--- src/hdl/ssba_pkg.sv ---
package ssba_pkg;

  localparam int unsigned MAX_BINS = 64;
  localparam int unsigned BIN_AW   = $clog2(MAX_BINS);
  localparam int unsigned CNT_W    = BIN_AW + 1;
  localparam int unsigned APB_AW   = 4;

  localparam logic signed [7:0] SAT_HI  = 8'sd127;
  localparam logic signed [7:0] SAT_LO  = -8'sd128;
  localparam logic signed [7:0] AMT_MIN = -8'sd127;

  // register word indexes
  localparam logic [1:0] REG_NUM_BINS   = 2'd0;
  localparam logic [1:0] REG_INIT_VALUE = 2'd1;
  localparam logic [1:0] REG_MIN_SCORE  = 2'd2;

  typedef enum logic [1:0] {
    MODE_NONE,
    MODE_ADD,
    MODE_SUB
  } mode_e;

  typedef struct packed {
    logic load_item;
    logic clear_bank;
    logic check_rd;
    logic set_add;
    logic set_sub;
    logic start_pass;
    logic pass_en;
    logic load_out;
  } cmd_t;

  typedef struct packed {
    logic clear;
    logic in_range;
    logic at_max;
    logic pass_done;
  } status_t;

  function automatic logic signed [7:0] sat8(input logic signed [8:0] s);
    logic signed [7:0] r;
    if (s > 9'sd127) begin
      r = SAT_HI;
    end else if (s < -9'sd128) begin
      r = SAT_LO;
    end else begin
      r = s[7:0];
    end
    return r;
  endfunction

endpackage

--- src/hdl/ssba_regs.sv ---
module ssba_regs (
  input  logic                         clk_i,
  input  logic                         rst_ni,
  input  logic                         psel,
  input  logic                         penable,
  input  logic                         pwrite,
  input  logic [ssba_pkg::APB_AW-1:0]  paddr,
  input  logic [31:0]                  pwdata,
  output logic [31:0]                  prdata,
  output logic                         pready,
  output logic [ssba_pkg::CNT_W-1:0]   num_bins_o,
  output logic signed [7:0]            init_value_o,
  output logic signed [7:0]            min_score_o
);
  import ssba_pkg::*;

  logic [CNT_W-1:0]  num_bins_q;
  logic signed [7:0] init_value_q, min_score_q;
  logic              wr_en;
  logic [1:0]        reg_sel;

  assign pready  = 1'b1;
  assign wr_en   = psel & penable & pwrite;
  assign reg_sel = paddr[3:2];

  always_ff @(posedge clk_i or negedge rst_ni) begin
    if (!rst_ni) begin
      num_bins_q   <= CNT_W'(MAX_BINS);
      init_value_q <= 8'sd0;
      min_score_q  <= SAT_LO;
    end else if (wr_en) begin
      unique case (reg_sel)
        REG_NUM_BINS:   num_bins_q   <= pwdata[CNT_W-1:0];
        REG_INIT_VALUE: init_value_q <= pwdata[7:0];
        REG_MIN_SCORE:  min_score_q  <= pwdata[7:0];
        default: ;
      endcase
    end
  end

  always_comb begin
    unique case (reg_sel)
      REG_NUM_BINS:   prdata = {{(32-CNT_W){1'b0}}, num_bins_q};
      REG_INIT_VALUE: prdata = {{24{init_value_q[7]}}, init_value_q};
      REG_MIN_SCORE:  prdata = {{24{min_score_q[7]}}, min_score_q};
      default:        prdata = 32'd0;
    endcase
  end

  assign num_bins_o   = num_bins_q;
  assign init_value_o = init_value_q;
  assign min_score_o  = min_score_q;

endmodule

--- src/hdl/ssba_ctrl.sv ---
module ssba_ctrl (
  input  logic              clk_i,
  input  logic              rst_ni,
  input  logic              in_valid_i,
  output logic              in_ready_o,
  output logic              out_valid_o,
  input  logic              out_ready_i,
  input  ssba_pkg::status_t sts_i,
  output ssba_pkg::cmd_t    cmd_o
);
  import ssba_pkg::*;

  localparam logic [2:0] ST_IDLE  = 3'd0;
  localparam logic [2:0] ST_LOAD  = 3'd1;
  localparam logic [2:0] ST_CHECK = 3'd2;
  localparam logic [2:0] ST_PASS  = 3'd3;
  localparam logic [2:0] ST_FIN   = 3'd4;

  logic [2:0] state_q, state_d;
  logic       out_valid_q, out_valid_d;

  always_comb begin
    state_d     = state_q;
    cmd_o       = '0;
    in_ready_o  = 1'b0;
    out_valid_d = out_valid_q & ~out_ready_i;
    unique case (state_q)
      ST_IDLE: begin
        in_ready_o = 1'b1;
        if (in_valid_i) begin
          cmd_o.load_item = 1'b1;
          state_d         = ST_LOAD;
        end
      end
      ST_LOAD: begin
        if (sts_i.clear) begin
          cmd_o.clear_bank = 1'b1;
          cmd_o.start_pass = 1'b1;
          state_d          = ST_PASS;
        end else if (sts_i.in_range) begin
          cmd_o.check_rd = 1'b1;
          state_d        = ST_CHECK;
        end else begin
          cmd_o.start_pass = 1'b1;
          state_d          = ST_PASS;
        end
      end
      ST_CHECK: begin
        cmd_o.start_pass = 1'b1;
        cmd_o.set_sub    = sts_i.at_max;
        cmd_o.set_add    = ~sts_i.at_max;
        state_d          = ST_PASS;
      end
      ST_PASS: begin
        cmd_o.pass_en = 1'b1;
        if (sts_i.pass_done) begin
          state_d = ST_FIN;
        end
      end
      ST_FIN: begin
        if (!out_valid_q || out_ready_i) begin
          cmd_o.load_out = 1'b1;
          out_valid_d    = 1'b1;
          state_d        = ST_IDLE;
        end
      end
      default: state_d = ST_IDLE;
    endcase
  end

  always_ff @(posedge clk_i or negedge rst_ni) begin
    if (!rst_ni) begin
      state_q     <= ST_IDLE;
      out_valid_q <= 1'b0;
    end else begin
      state_q     <= state_d;
      out_valid_q <= out_valid_d;
    end
  end

  assign out_valid_o = out_valid_q;

endmodule

--- src/hdl/ssba_dp.sv ---
module ssba_dp (
  input  logic                         clk_i,
  input  logic                         rst_ni,
  input  ssba_pkg::cmd_t               cmd_i,
  output ssba_pkg::status_t            sts_o,
  input  logic [ssba_pkg::CNT_W-1:0]   num_bins_i,
  input  logic signed [7:0]            init_value_i,
  input  logic signed [7:0]            min_score_i,
  input  logic                         clear_all_i,
  input  logic [ssba_pkg::BIN_AW-1:0]  bin_index_i,
  input  logic signed [7:0]            amount_i,
  input  logic [ssba_pkg::BIN_AW-1:0]  query_index_i,
  output logic [ssba_pkg::BIN_AW-1:0]  best_bin_o,
  output logic                         best_found_o,
  output logic [7:0]                   query_value_o
);
  import ssba_pkg::*;

  // item registers
  logic                     clear_q;
  logic [BIN_AW-1:0]        idx_q, qidx_q;
  logic signed [7:0]        amt_q;
  logic [CNT_W-1:0]         count_q;
  mode_e                    mode_q;

  // bank: memory plus per-entry valid bits, invalid entries read as fill_q
  logic signed [7:0]        bank_mem [MAX_BINS];
  logic [MAX_BINS-1:0]      bank_vld_q;
  logic signed [7:0]        fill_q;
  logic signed [7:0]        rd_data_q;
  logic                     rd_vld_q;
  logic                     rd_en, wr_en;
  logic [BIN_AW-1:0]        rd_addr;

  // scan pipeline
  logic [CNT_W-1:0]         rd_cnt_q;
  logic                     issue;
  logic                     st_vld_q;
  logic [BIN_AW-1:0]        st_idx_q;
  logic signed [7:0]        cur_val, new_val;
  logic                     take;

  // running arg-max and query capture
  logic signed [7:0]        top_q;
  logic [BIN_AW-1:0]        best_q;
  logic                     found_q;
  logic [7:0]               qval_q;

  // output register
  logic [BIN_AW-1:0]        out_best_q;
  logic                     out_found_q;
  logic [7:0]               out_qval_q;

  logic [CNT_W-1:0]         count_in;

  assign count_in = (num_bins_i > CNT_W'(MAX_BINS)) ? CNT_W'(MAX_BINS) : num_bins_i;

  always_ff @(posedge clk_i) begin
    if (cmd_i.load_item) begin
      clear_q <= clear_all_i;
      idx_q   <= bin_index_i;
      amt_q   <= (amount_i == SAT_LO) ? AMT_MIN : amount_i;
      qidx_q  <= query_index_i;
      count_q <= count_in;
    end
  end

  assign issue   = cmd_i.pass_en & (rd_cnt_q < count_q);
  assign rd_en   = cmd_i.check_rd | issue;
  assign rd_addr = cmd_i.check_rd ? idx_q : rd_cnt_q[BIN_AW-1:0];
  assign wr_en   = st_vld_q & (mode_q != MODE_NONE);
  assign cur_val = rd_vld_q ? rd_data_q : fill_q;

  always_ff @(posedge clk_i) begin
    if (rd_en) begin
      rd_data_q <= bank_mem[rd_addr];
    end
    if (wr_en) begin
      bank_mem[st_idx_q] <= new_val;
    end
  end

  always_ff @(posedge clk_i or negedge rst_ni) begin
    if (!rst_ni) begin
      bank_vld_q <= '0;
      fill_q     <= 8'sd0;
      rd_vld_q   <= 1'b0;
    end else begin
      if (rd_en) begin
        rd_vld_q <= bank_vld_q[rd_addr];
      end
      if (cmd_i.clear_bank) begin
        bank_vld_q <= '0;
        fill_q     <= init_value_i;
      end else if (wr_en) begin
        bank_vld_q[st_idx_q] <= 1'b1;
      end
    end
  end

  always_comb begin
    unique case (mode_q)
      MODE_SUB: new_val = (st_idx_q != idx_q)
                          ? sat8(9'(signed'({cur_val[7], cur_val})) -
                                 9'(signed'({amt_q[7], amt_q})))
                          : cur_val;
      MODE_ADD: new_val = (st_idx_q == idx_q)
                          ? sat8(9'(signed'({cur_val[7], cur_val})) +
                                 9'(signed'({amt_q[7], amt_q})))
                          : cur_val;
      default:  new_val = cur_val;
    endcase
  end

  // floor is min_score until something qualifies, then the running top
  assign take = found_q ? (new_val >= top_q) : (new_val >= min_score_i);

  always_ff @(posedge clk_i or negedge rst_ni) begin
    if (!rst_ni) begin
      mode_q   <= MODE_NONE;
      rd_cnt_q <= '0;
      st_vld_q <= 1'b0;
      found_q  <= 1'b0;
    end else if (cmd_i.start_pass) begin
      mode_q   <= cmd_i.set_sub ? MODE_SUB : (cmd_i.set_add ? MODE_ADD : MODE_NONE);
      rd_cnt_q <= '0;
      st_vld_q <= 1'b0;
      found_q  <= 1'b0;
    end else begin
      st_vld_q <= issue;
      if (issue) begin
        rd_cnt_q <= rd_cnt_q + CNT_W'(1);
      end
      if (st_vld_q && take) begin
        found_q <= 1'b1;
      end
    end
  end

  always_ff @(posedge clk_i) begin
    if (issue) begin
      st_idx_q <= rd_cnt_q[BIN_AW-1:0];
    end
    if (cmd_i.start_pass) begin
      top_q  <= SAT_LO;
      best_q <= '0;
      qval_q <= 8'd0;
    end else if (st_vld_q) begin
      if (take) begin
        top_q  <= new_val;
        best_q <= st_idx_q;
      end
      if (st_idx_q == qidx_q) begin
        qval_q <= new_val ^ 8'h80;
      end
    end
    if (cmd_i.load_out) begin
      out_best_q  <= best_q;
      out_found_q <= found_q;
      out_qval_q  <= qval_q;
    end
  end

  assign sts_o.clear     = clear_q;
  assign sts_o.in_range  = ({1'b0, idx_q} < count_q);
  assign sts_o.at_max    = (cur_val == SAT_HI);
  assign sts_o.pass_done = (rd_cnt_q >= count_q) & ~st_vld_q;

  assign best_bin_o    = out_best_q;
  assign best_found_o  = out_found_q;
  assign query_value_o = out_qval_q;

endmodule

--- src/hdl/saturating_score_bins_argmax.sv ---
// saturating score bins with thresholded arg-max
//
// s_axis: one request per item, tuser[0] = clear_all, tdata holds
//   bin_index, amount and query_index. m_axis: one result per request
//   with best_bin, best_found and query_value in tdata.
// apb: num_bins at 0x0, init_value at 0x4, min_score at 0x8; write only
//   while no request is in flight.
// pass: count is num_bins limited to 64; a clear or an out-of-range
//   bin_index skips the check read; each request makes a single pass over
//   the bank memory, one bin per cycle through its one read port.
// a request is held off (s_axis_tready low) while an item is in work.
// a finished result sits in an output register, so the next request is
//   taken while m_axis waits; a stalled receiver holds the result and the
//   following item waits at the end of its pass until the register frees.
// reset clears the bank to zero (valid bits), num_bins to 64,
//   init_value to 0, min_score to -128; no clearing pass is needed.
module saturating_score_bins_argmax (
  input  logic                        clk_i,
  input  logic                        rst_ni,
  // slave stream
  input  logic                        s_axis_tvalid,
  output logic                        s_axis_tready,
  input  logic [23:0]                 s_axis_tdata,  // bin_index[5:0], amount[13:6],
                                                     // query_index[19:14], zero pad
  input  logic [0:0]                  s_axis_tuser,  // clear_all[0]
  // master stream
  output logic                        m_axis_tvalid,
  input  logic                        m_axis_tready,
  output logic [15:0]                 m_axis_tdata,  // best_bin[5:0], best_found[6],
                                                     // query_value[14:7], zero pad
  // configuration
  input  logic                        psel,
  input  logic                        penable,
  input  logic                        pwrite,
  input  logic [ssba_pkg::APB_AW-1:0] paddr,
  input  logic [31:0]                 pwdata,
  output logic [31:0]                 prdata,
  output logic                        pready
);
  import ssba_pkg::*;

  cmd_t              cmd;
  status_t           sts;
  logic [CNT_W-1:0]  num_bins;
  logic signed [7:0] init_value, min_score;
  logic [BIN_AW-1:0] best_bin;
  logic              best_found;
  logic [7:0]        query_value;

  ssba_regs u_regs (
    .clk_i        (clk_i),
    .rst_ni       (rst_ni),
    .psel         (psel),
    .penable      (penable),
    .pwrite       (pwrite),
    .paddr        (paddr),
    .pwdata       (pwdata),
    .prdata       (prdata),
    .pready       (pready),
    .num_bins_o   (num_bins),
    .init_value_o (init_value),
    .min_score_o  (min_score)
  );

  // sequencing of load, check read, bank pass and result hand-off
  ssba_ctrl u_ctrl (
    .clk_i       (clk_i),
    .rst_ni      (rst_ni),
    .in_valid_i  (s_axis_tvalid),
    .in_ready_o  (s_axis_tready),
    .out_valid_o (m_axis_tvalid),
    .out_ready_i (m_axis_tready),
    .sts_i       (sts),
    .cmd_o       (cmd)
  );

  // bank memory, update pass and running arg-max
  ssba_dp u_dp (
    .clk_i         (clk_i),
    .rst_ni        (rst_ni),
    .cmd_i         (cmd),
    .sts_o         (sts),
    .num_bins_i    (num_bins),
    .init_value_i  (init_value),
    .min_score_i   (min_score),
    .clear_all_i   (s_axis_tuser[0]),
    .bin_index_i   (s_axis_tdata[5:0]),
    .amount_i      (s_axis_tdata[13:6]),
    .query_index_i (s_axis_tdata[19:14]),
    .best_bin_o    (best_bin),
    .best_found_o  (best_found),
    .query_value_o (query_value)
  );

  assign m_axis_tdata = {1'b0, query_value, best_found, best_bin};

endmodule

--- config.mk ---
export PLATFORM = sky130hd
export DESIGN_NAME = saturating_score_bins_argmax
export DESIGN_NICKNAME = d
export VERILOG_FILES = /design/src/hdl/ssba_pkg.sv /design/src/hdl/ssba_regs.sv /design/src/hdl/ssba_ctrl.sv /design/src/hdl/ssba_dp.sv /design/src/hdl/saturating_score_bins_argmax.sv
export SDC_FILE = /design/constraint.sdc
export NUM_CORES = 1
export LEC_CHECK = 0
export BUFFER_PORTS_ARGS = -buffer_cell sky130_fd_sc_hd__buf_2
export CAP_MARGIN = 20
export CELL_PAD_IN_SITES_DETAIL_PLACEMENT = 1
export CELL_PAD_IN_SITES_GLOBAL_PLACEMENT = 1
export CORE_MARGIN = 2
export CORE_UTILIZATION = 55
export CTS_CLUSTER_DIAMETER = 60
export CTS_CLUSTER_SIZE = 40
export DETAILED_ROUTE_END_ITERATION = 7
export PLACE_DENSITY_LB_ADDON = 0.1
export SLEW_MARGIN = 20
export SYNTH_ARGS = -nofsm -noshare
export SYNTH_HDL_FRONTEND = slang
export SYNTH_SLANG_ARGS = --single-unit
--- constraint.sdc ---
create_clock -name clk_i -period 11.2 [get_ports clk_i]
set_input_delay 0 -clock clk_i [delete_from_list [all_inputs] [get_ports clk_i]]
set_output_delay 0 -clock clk_i [all_outputs]
set_load 0.01 [all_outputs]
Yosys cells after proc, flatten, opt, wreduce, memory -nomap -nowiden
Memories as Yosys holds them, arrays and structs flattened. A register that Yosys moved wholly into a read port is not among the register bits.
Cells that the tools add are included.
Storage, ports and cells
  output and inout port bits: 51
  memories: 1
  input bits: 68
  memory bits (writable): 512
  register bits: 182
Memory list
  u_dp.bank_mem: depth 64, width 8, rd ports 1, clocked after Yosys merged registers in 1, write ports 1, line ssba_dp.sv:27  | logic signed [7:0] bank_mem [MAX_BINS];
Cells by class
  order comparisons: 13
  $add $sub $neg: 3
  muxes and demuxes: 48
  equal/unequal tests: 16
  bitwise logic cells: 12
  reductions and logical operators: 16
Operator list (number)
  $mux W64: 2
  $pmux W32 S3: 1
  $or A64 B64 Y64: 1
  $mux W8: 7
  $mux W1: 24
  $gt A9 B8 Y1 const B: 2
  $lt A9 B8 Y1 const B: 2
  $eq A8 B8 Y1 const B: 2
  $ge A8 B8 Y1: 2
  $pmux W8 S2: 1
  $pmux W3 S5: 1
  $lt A6 B7 Y1 const B: 2
  $mux W7: 2
  $eq A6 B6 Y1: 2
  $reduce_and A2 Y1: 5
  $add A8 B8 Y9: 1
  $mux W3: 3
  $sub A8 B8 Y9: 1
  $reduce_bool A2 Y1: 4
  $add A7 B1 Y7 const B: 1
  $ge A7 B7 Y1: 1
  $gt A7 B7 Y1 const B: 1
  $lt A6 B7 Y1: 1
  $lt A7 B7 Y1: 1
  23 further kinds: 38

Depth between registers and ports, before layout
Gate-level depths: netlist of run 1.
  word-level depth: 12
  depth in mapped cells: 26
  mapped depth without buffers: 24

Hierarchy
From an unflattened synthesis of run 1, not the netlist that was laid out.
Second synthesis, totals
  cell total of the unflattened synthesis: 1962
  area total of the unflattened synthesis: 30257.8 sq um
By module, submodules not included
  ssba_dp: sequential area each 19628.8 sq um, area an instance 28628.7 sq um, cells an instance 1822, times used 1
  ssba_regs: sequential area each 578.1 sq um, area an instance 1283.7 sq um, cells an instance 105, times used 1
  ssba_ctrl: sequential area each 100.1 sq um, area an instance 326.6 sq um, cells an instance 32, times used 1
  saturating_score_bins_argmax: sequential area each 0.0 sq um, area an instance 18.8 sq um, cells an instance 3, times used 1

Worst setup path before layout of run 1
Ideal clock, no wire load.
  path type: flip-flop to flip-flop
  from: register u_dp.rd_vld_q
  to: register u_dp.top_q[0]
  path slack: 5483 ps
  required time: 11058 ps
  cell stages (with the launch flop): 26
  library setup time: 142 ps
  arrival: 5575 ps
  cell sequence: dfrtp_1 -> clkbuf_1 -> mux2i_1 -> inv_1 -> ha_1 -> fa_1 -> nand2b_1 -> a21oi_1 -> o21ai_0 -> a21o_1 -> a2111oi_0 -> nor3_1 -> a21oi_1 -> a221oi_1 -> inv_1 -> ha_1 -> a21o_1 -> a21o_1 -> a211oi_1 -> o21bai_1 -> a21oi_1 -> a31oi_1 -> o211a_1 -> clkbuf_1 -> o21ai_0 -> a21oi_1
On the way
  longest elaborated chain between the ends: 10
  elaborated cells between the ends (all ways): 18
Ends and longest elaborated chain
  start, declared: line ssba_dp.sv:31  | logic rd_vld_q;
  start signal, assigned: line ssba_dp.sv:90  | rd_vld_q <= bank_vld_q[rd_addr];
  $mux W8 *: line ssba_dp.sv:72  | assign cur_val = rd_vld_q ? rd_data_q : fill_q;
  $add A8 B8 Y9 or $sub A8 B8 Y9 (tied branches): line ssba_dp.sv:108, ssba_dp.sv:104
  $lt A9 B8 Y1: line ssba_pkg.sv:45  | end else if (s < -9'sd128) begin
  $mux W8: line ssba_pkg.sv:45
  $mux W8: line ssba_pkg.sv:43  | if (s > 9'sd127) begin
  $mux W8 (on tied branches): line ssba_dp.sv:108, ssba_dp.sv:104
  $pmux W8 S2 *: line ssba_dp.sv:102  | unique case (mode_q)
  net u_dp.new_val[1]: line ssba_dp.sv:40  | logic signed [7:0] cur_val, new_val;
  $ge A8 B8 Y1: line ssba_dp.sv:116  | assign take = found_q ? (new_val >= top_q) : (new_val >= min_score_i);
  $mux W1 *: line ssba_dp.sv:116
  $reduce_and A2 Y1 (no source line) *
  end signal, assigned: line ssba_dp.sv:150  | top_q <= new_val;
  end, declared: line ssba_dp.sv:44  | logic signed [7:0] top_q;
Mark *: on every way through the listed nets, which the timed path passes. The rest lies on a longest branch.
A chain may end at the register's enable or synchronous reset.

Final worst setup path of run 1
  from: register u_dp.rd_vld_q
  to: register u_dp.best_q[3]
On the way
  longest elaborated chain between the ends: 10
  elaborated cells between the ends (all ways): 18
Ends and longest elaborated chain
  $mux W8 *: line ssba_dp.sv:72
  $add A8 B8 Y9 or $sub A8 B8 Y9 (tied branches): line ssba_dp.sv:108, ssba_dp.sv:104
  $lt A9 B8 Y1: line ssba_pkg.sv:45
  $mux W8: line ssba_pkg.sv:45
  $mux W8: line ssba_pkg.sv:43
  $mux W8 (on tied branches): line ssba_dp.sv:108, ssba_dp.sv:104
  $pmux W8 S2 *: line ssba_dp.sv:102
  net u_dp.new_val[1]: line ssba_dp.sv:40
  $ge A8 B8 Y1: line ssba_dp.sv:116
  $mux W1 *: line ssba_dp.sv:116
  $reduce_and A2 Y1 (no source line) *
  end signal, assigned: line ssba_dp.sv:151  | best_q <= st_idx_q;
  end, declared: line ssba_dp.sv:45  | logic [BIN_AW-1:0] best_q;
Marked as above.

==> flow_summary_export.csv, run 1 <==
group,metric,value,unit
run_status,status,"complete, no violations",
floorplanning,die_y,239,um
synthesis,netlist_instances,2334,
synthesis,ys.warnings.count,0,
drt,postRouteAntennaNets,0,
sta,hold_viol,0,
worst_setup_path,worstPathRequired,11680,ps
power,vdd_ir_drop_max,0.000286,V
finish,area_growth,8.88,%
global_routing,grt_pass1_vias,20427,
worst_setup_path,cp_data_arrival_time,7450,ps
power,p_comb_share,38.5,%
power,p_sw_share,40.4,%
floorplanning,die_x,239,um
drt,drtIter0Drc,1716,
global_routing,grt_pass1_wl,129,mm
power,p_int,0.00529,W
sta,slew_headroom,26.6,%
floorplanning,fp.coreArea,0.0549,mm^2
sta,worst_slack,4240,ps
clock_tree,clockBufferDepth,3,
drt,wl_per_cell,27.8,um
synthesis,syn-mean-instance-area,13.0,um^2
global_routing,grt_usage,30.2,%
sta,clock.fmax,144,MHz
worst_setup_path,path_class,"reg -> reg",
worst_setup_path,cp-start-kind,"flop",
drt,vias_per_cell,6.42,
synthesis,yosysSeqAreaShare,66.7,%
finish,final_common_cell,"edfxtp_1",
synthesis,mappedNetlistArea,0.0304,mm^2
placed_design,hpwl,52.0,mm
synthesis,syn_nets,2454,
power,powerDensity,268,mW/mm^2
clock_tree,worstSkewPairLatency,630,ps
worst_setup_path,slowest_delay,720,ps
global_routing,grt_overflow,0,
sta,setup_tns,0,ps
placed_design,dp_slack,4420,ps
finish,nNetsFinal,2472,
sta,finalMaxSlewViolations,0,
power,power.switching,0.00358,W
finish,finalInstanceArea,0.0331,mm^2
synthesis,yosys.cell_types.count,83,
worst_setup_path,crit_top_cell,"a21oi_1",
finish,fill_cells,5332,
floorplanning,rows,86,
worst_setup_path,critPathTopFamily,"compound AO/OA/AOI/OAI gates",
placed_design,placed_area,0.0311,mm^2
sta,max_slew.worst_pin.slew,1100,ps
placed_design,port_buffers,86,
worst_setup_path,slowest_stage,"o211a_1",
clock_tree,cts_sinks,702,
drt,wl,86.0,mm
run,cap_violations,0,
synthesis,ys_ff_latch,702,
floorplanning,start_util,55.4,%
sta,fin_skew,44.6,ps
sta,fin_crit,6960,ps
placed_design,gp_congestion,0.859,
floorplanning,ios,119,
power,pwr-share-seq,40.8,%
finish,n_antenna_cell,0,
finish,layout_common_cells,"edfxtp_1 (569), nand2_1 (252), nor2_1 (225)",
drt,drc,0,
worst_setup_path,worstPathCellList,"mux2_2 -> ha_1 -> nand2b_1 -> a21oi_1 -> o21ai_0 -> a32oi_1 -> a2111oi_0 -> nor3_1 -> a21oi_1 -> a221oi_1 -> inv_2 -> buf_4 -> ha_1 -> a21o_1 -> a21o_1 -> a211oi_1 -> o21bai_1 -> a21oi_1 -> a31oi_1 -> o211a_1 -> mux2i_1 -> nor2_1",
finish,drive_gt1_share,11.9,%
clock_tree,cts-root-buf,"clkbuf_16",
floorplanning,dieArea,0.0572,mm^2
clock_tree,cts.clk_slew.worst_paths,100,ps
power,power_frac_clock,20.7,%
clock_tree,cts_inserted_buffers,45,
sta,rsz0062_at_grt,"false",
global_routing,antenna_found_initial,1,
drt,drt-pass1-iter-count,5,
synthesis,synth-edff-count,569,
sta,setup_viol,0,
synthesis,postSynth.asyncResetShare,15.8,%
worst_setup_path,worstSetupEndpointType,"flop",
drt,vias,19836,
global_routing,grt_start_max_net_pins,148,
worst_setup_path,critPathBufInv,2,
clock_tree,htree_levels,2,
synthesis,synth-main-ff-cell,"edfxtp_1",
hold_path,hold_path_class,"in -> reg",
clock_tree,cts_tree,"done",
sta,fin_crit_sh,62.2,%
worst_setup_path,crit_path_max_fanout,66,
power,p_leak,12.0,nW
layout make-up:
cell class / instances / area (um^2) / share of cell area [%]
sequential: 702 / 20300 / 61.3
multi-input combinational: 1391 / 9060 / 27.4
clock inverter: 34 / 393 / 1.19
tap: 704 / 881 / 2.66
clock buffer: 49 / 1190 / 3.60
inverter: 60 / 225 / 0.680
timing repair buffer: 152 / 1060 / 3.21
repair_timing:
item / in CTS / in global routing
hold buffers: 34 / 0
gates resized for setup: 0 / 0
setup buffers: 0 / 0
hold endpoints to repair: 83 / 0
power by group through the flow:
stage                     Sequential (W)  Clock (W)  Combinational (W)
final                            0.00362    0.00184            0.00341
after global placement           0.00366          0            0.00320
after global routing             0.00364    0.00194            0.00367
after detailed placement         0.00367          0            0.00335
after CTS                        0.00362    0.00186            0.00338
after floorplan                  0.00358          0            0.00222
cell usage after synthesis, types with 22 or more instances:
library cell  number  share of area, %
nand2_1          254               3.1
a32oi_1           26              0.75
o21a_1            68               1.7
a311oi_1          65               1.9
dfrtp_1          109               9.0
clkbuf_1          93               1.1
a21oi_1           44              0.72
inv_1             58              0.72
nor2_1           226               2.8
edfxtp_1         569                56
mux2_2            33               1.2
and3_1           116               2.4
a211oi_1         113               2.8
dfxtp_1           22               1.4
mux2i_1           48               1.6
o21ai_0           76               1.3
buf_4             34              0.84
ha_1              50               2.1
buf_2             33              0.54
per-stage QoR:
stage	utilization [%]	cells	power, W	hold slack (ps)
after floorplan	-	2334	0.00581	-296
after global placement	56.7	2974	0.00686	31.6
after detailed placement	56.7	2974	0.00702	41.6
after CTS	60.3	3091	0.00886	8.88
after global routing	60.4	3092	0.00924	34.1
final	60.4	3092	0.00887	14.8
routing by layer:
| layer | vias to the layer above | global-route usage [%] | wire length (um) | part of all wire (%) |
|---|---|---|---|---|
| met3 | 151 | 4.56 | 5180 | 6.0 |
| met2 | 668 | 50.7 | 42200 | 49 |
| met1 | 10235 | 40.8 | 35900 | 42 |
| li1 | 8782 | - | - | - |
| met5 | - | 0 | 0 | 0 |
| met4 | 0 | 9.45 | 2740 | 3.2 |
registers in the layout, summed over array words and instances (netlist names), 7 cells and up:
register and cells:
u_dp.amt_q 8, u_dp.bank_mem 512, u_dp.bank_vld_q 64, u_dp.count_q 7, u_dp.fill_q 8, u_dp.query_value_o 8, u_dp.qval_q 8, u_dp.rd_cnt_q 7
u_dp.rd_data_q 8, u_dp.top_q 8, u_regs.init_value_o 8, u_regs.min_score_o 8, u_regs.num_bins_o 7
logic make-up after synthesis:
family / Yosys count / synth area share, %
compound gates: 515 / 12.5
buf+inv: 241 / 3.75
mux: 89 / 3.39
simple gates: 703 / 10.6
fa+ha+maj: 56 / 2.32
flops: 702 / 66.7
other cells: 2 / 0.0247
xor+xnor: 26 / 0.748
path summary, 6_finish.rpt:
| path | to | slack [ps] | start | cells after the start |
|---|---|---|---|---|
| max | u_dp.best_q[3] | 4240 | u_dp.rd_vld_q | 22 |
| min | u_regs.num_bins_o[3] | 10 | pwrite | 4 |
| max reg2reg | u_dp.best_q[3] | 4240 | u_dp.rd_vld_q | 22 |
| min reg2reg | u_dp.query_value_o[5] | 430 | u_dp.qval_q[5] | 0 |
| max in group asynchronous | u_regs.num_bins_o[6] | 9940 | rst_ni | 5 |
| min in group asynchronous | u_regs.min_score_o[7] | 520 | rst_ni | 3 |
worst reg2reg max path: cells and delay by family, from the launching register on:
kind / cells / cell delay (ps)
AOI/OAI and AO/OA: 13 / 3360
buffers and inverters: 2 / 410
and+or+nand+nor: 3 / 770
DFF: 1 / 650
muxes: 2 / 850
adders and majority gates: 2 / 760
(Power assumes the default switching activity.)
==> inputs of run 2 (changes only) <==
--- a/config.mk
+++ b/config.mk
@@ -10,7 +10,7 @@
 export CELL_PAD_IN_SITES_DETAIL_PLACEMENT = 1
 export CELL_PAD_IN_SITES_GLOBAL_PLACEMENT = 1
 export CORE_MARGIN = 2
-export CORE_UTILIZATION = 55
+export CORE_UTILIZATION = 46
 export CTS_CLUSTER_DIAMETER = 60
 export CTS_CLUSTER_SIZE = 40
 export DETAILED_ROUTE_END_ITERATION = 7
==> constraint.sdc (replaced) <==
create_clock -name clk_i -period 5.99 [get_ports clk_i]
set_input_delay 0 -clock clk_i [delete_from_list [all_inputs] [get_ports clk_i]]
set_output_delay 0 -clock clk_i [all_outputs]
set_load 0.01 [all_outputs]
==> flow_summary_export.csv, run 2 (synthesis gave the netlist of run 1 again) <==
group,metric,value,unit
finish,fill_cells,6554,
sta,fin_crit_sh,93.2,%
worst_setup_path,cp_data_arrival_time,6060,ps
drt,wl_per_cell,27.1,um
worst_setup_path,slowest_stage,"dfrtp_2",
finish,nNetsFinal,2514,
finish,drive_gt1_share,13.7,%
finish,reg_top3,"u_dp.bank_mem (512), u_dp.bank_vld_q (64)",
worst_setup_path,cp-start-kind,"flop",
power,pwr-share-seq,39.1,%
power,p_sw_share,40.5,%
hold_path,hold_depth,4,
power,p_comb_share,39.2,%
sta,slew_headroom,26.5,%
sta,clock.fmax,179,MHz
finish,instances_no_fill,3301,
global_routing,antenna_found_initial,0,
drt,vias,19741,
drt,postRouteAntennaNets,0,
global_routing,grt_usage,26.3,%
run_status,status,"complete, but fails checks",
sta,worst_slack,404,ps
floorplanning,dieArea,0.0682,mm^2
sta,max_slew.worst_pin.slew,1100,ps
worst_setup_path,crit_top_cell,"a21oi_1",
global_routing,grt_start_max_net_pins,90,
clock_tree,cts-root-buf,"clkbuf_16",
floorplanning,ios,119,
sta,finalMaxSlewViolations,0,
finish,final_common_cell,"edfxtp_1",
hold_path,hold_path_class,"in -> reg",
worst_setup_path,crit_path_max_fanout,21,
sta,setup_viol,0,
power,power_frac_clock,21.7,%
worst_setup_path,r2r_cells,21,
global_routing,grt_pass1_vias,20449,
drt,drt-pass1-iter-count,5,
run_status,violations,"hold timing",
power,p_int,0.0102,W
clock_tree,cts_sinks,702,
placed_design,hpwl,56.7,mm
power,power.switching,0.00695,W
floorplanning,rows,94,
worst_setup_path,path_class,"reg -> reg",
drt,drc,0,
clock_tree,cts_inserted_buffers,51,
power,vdd_ir_drop_max,0.000272,V
placed_design,port_buffers,86,
global_routing,grt_overflow,0,
placed_design,gp_congestion,0.848,
placed_design,dp_slack,-114,ps
floorplanning,fp.coreArea,0.0656,mm^2
clock_tree,post_cts_buffers,0,
clock_tree,worstSkewPairLatency,660,ps
drt,drtIter0Drc,1709,
sta,fin_hold_ws,-23.0,ps
floorplanning,die_x,261,um
placed_design,placed_cells,3167,
clock_tree,cts_tree,"done",
finish,n_antenna_cell,0,
sta,hold_viol,2,
drt,vias_per_cell,5.98,
power,powerDensity,507,mW/mm^2
finish,layout_common_cells,"edfxtp_1 (569), nand2_1 (252), nor2_1 (223)",
power,p_leak,12.3,nW
clock_tree,htree_levels,2,
finish,top_register,"u_dp.bank_mem",
finish,area_growth,11.4,%
run,cap_violations,0,
clock_tree,clockBufferDepth,3,
drt,wl,89.5,mm
sta,fin_crit,5590,ps
clock_tree,cts.clk_slew.worst_paths,80,ps
floorplanning,start_util,46.4,%
worst_setup_path,worstPathRequired,6470,ps
floorplanning,die_y,261,um
worst_setup_path,worstSetupEndpointType,"flop",
sta,rsz0062_at_grt,"false",
sta,fin_skew,54.4,ps
worst_setup_path,worstPathCellList,"mux2i_2 -> ha_1 -> inv_1 -> fa_1 -> a21o_1 -> a21oi_1 -> o21bai_1 -> o21a_1 -> maj3_1 -> a31o_2 -> a32oi_2 -> inv_2 -> ha_1 -> a21o_1 -> a211oi_1 -> o21bai_1 -> a21oi_1 -> a31oi_1 -> o211a_2 -> o21ai_0 -> a21oi_1",
finish,largest_reg_flops,512,
global_routing,grt_pass1_wl,134,mm
worst_setup_path,slowest_delay,520,ps
## run 2: cell count changes in the layout (fill, tap and decap cells not counted), moves of 2 or more
cell,delta
nor2_2,+2
dlygate4sd3_1,+3
nor2_1,-2
buf_12,+4
clkbuf_1,+3
clkbuf_16,+5
clkinv_2,-2
clkinv_8,+2
buf_4,+29
inv_6,+3
## run 2: repair_timing
| action | in CTS | in global routing |
|---|---|---|
| hold endpoints to repair | 90 | 0 |
| hold buffers | 37 | 0 |
| cloned | 0 | 0 |
| endpoints found under the setup margin | 14 | 14 |
| resized for setup | 2 | 3 |
## run 2: path summary, 6_finish.rpt
path	start	to	slack (ps)
max in group asynchronous	rst_ni	u_dp.rd_vld_q	4540
min	pwrite	u_regs.num_bins_o[1]	-20
max reg2reg	u_dp.rd_vld_q	u_dp.top_q[2]	400
min in group asynchronous	rst_ni	u_dp.bank_vld_q[3]	430
max	u_dp.rd_vld_q	u_dp.top_q[2]	400
min reg2reg	u_dp.best_q[3]	u_dp.best_bin_o[3]	420
## run 2: cell type report
class                   instances  area, um^2  share of cell area [%]
flip-flops and latches        702       20300                    59.9
well taps                     864        1080                    3.19
repair buffers                188        1390                    4.10
clock buffers                  57        1330                    3.92
inverters                      60         225                   0.664
multi-input cells            1391        9090                    26.8
clock inverters                39         468                    1.38
## run 2: per-layer routing
metal  GRT usage [%]  share of wire, %  vias up
met3            3.77               4.9      127
li1                -                 -     8870
met1            36.7                44    10289
met5               0                 0        -
met4            8.35               3.0        0
met2            42.8                48      455
## run 2: worst max-delay path: cells and delay by family (launching register included)
kind | cells | cell delay [ps]
DFF | 1 | 520
buffers and inverters | 2 | 250
AOI/OAI and AO/OA | 14 | 2930
adders and majority gates | 4 | 1380
muxes | 1 | 340
## run 2: through the flow
stage               setup TNS [ps]  instance area (um^2)  util, %  power (W)  hold slack, ps
floorplan                        0                 30400        -     0.0109            -296
global placement              -136                 31600     48.2     0.0133            43.3
detailed placement           -1180                 31700     48.3     0.0135            49.6
CTS                              0                 33900     51.6     0.0173            2.86
global route                     0                 33900     51.7     0.0180            22.0
finish                           0                 33900     51.7     0.0172           -23.0
## run 2: power groups by stage
stage	Combinational, W	Clock (W)	Sequential [W]
4_1_cts	0.00674	0.00380	0.00671
5_1_grt	0.00728	0.00395	0.00676
6_report	0.00673	0.00373	0.00672
2_1_floorplan	0.00415	0	0.00670
3_3_place_gp	0.00651	0	0.00680
3_5_place_dp	0.00669	0	0.00682
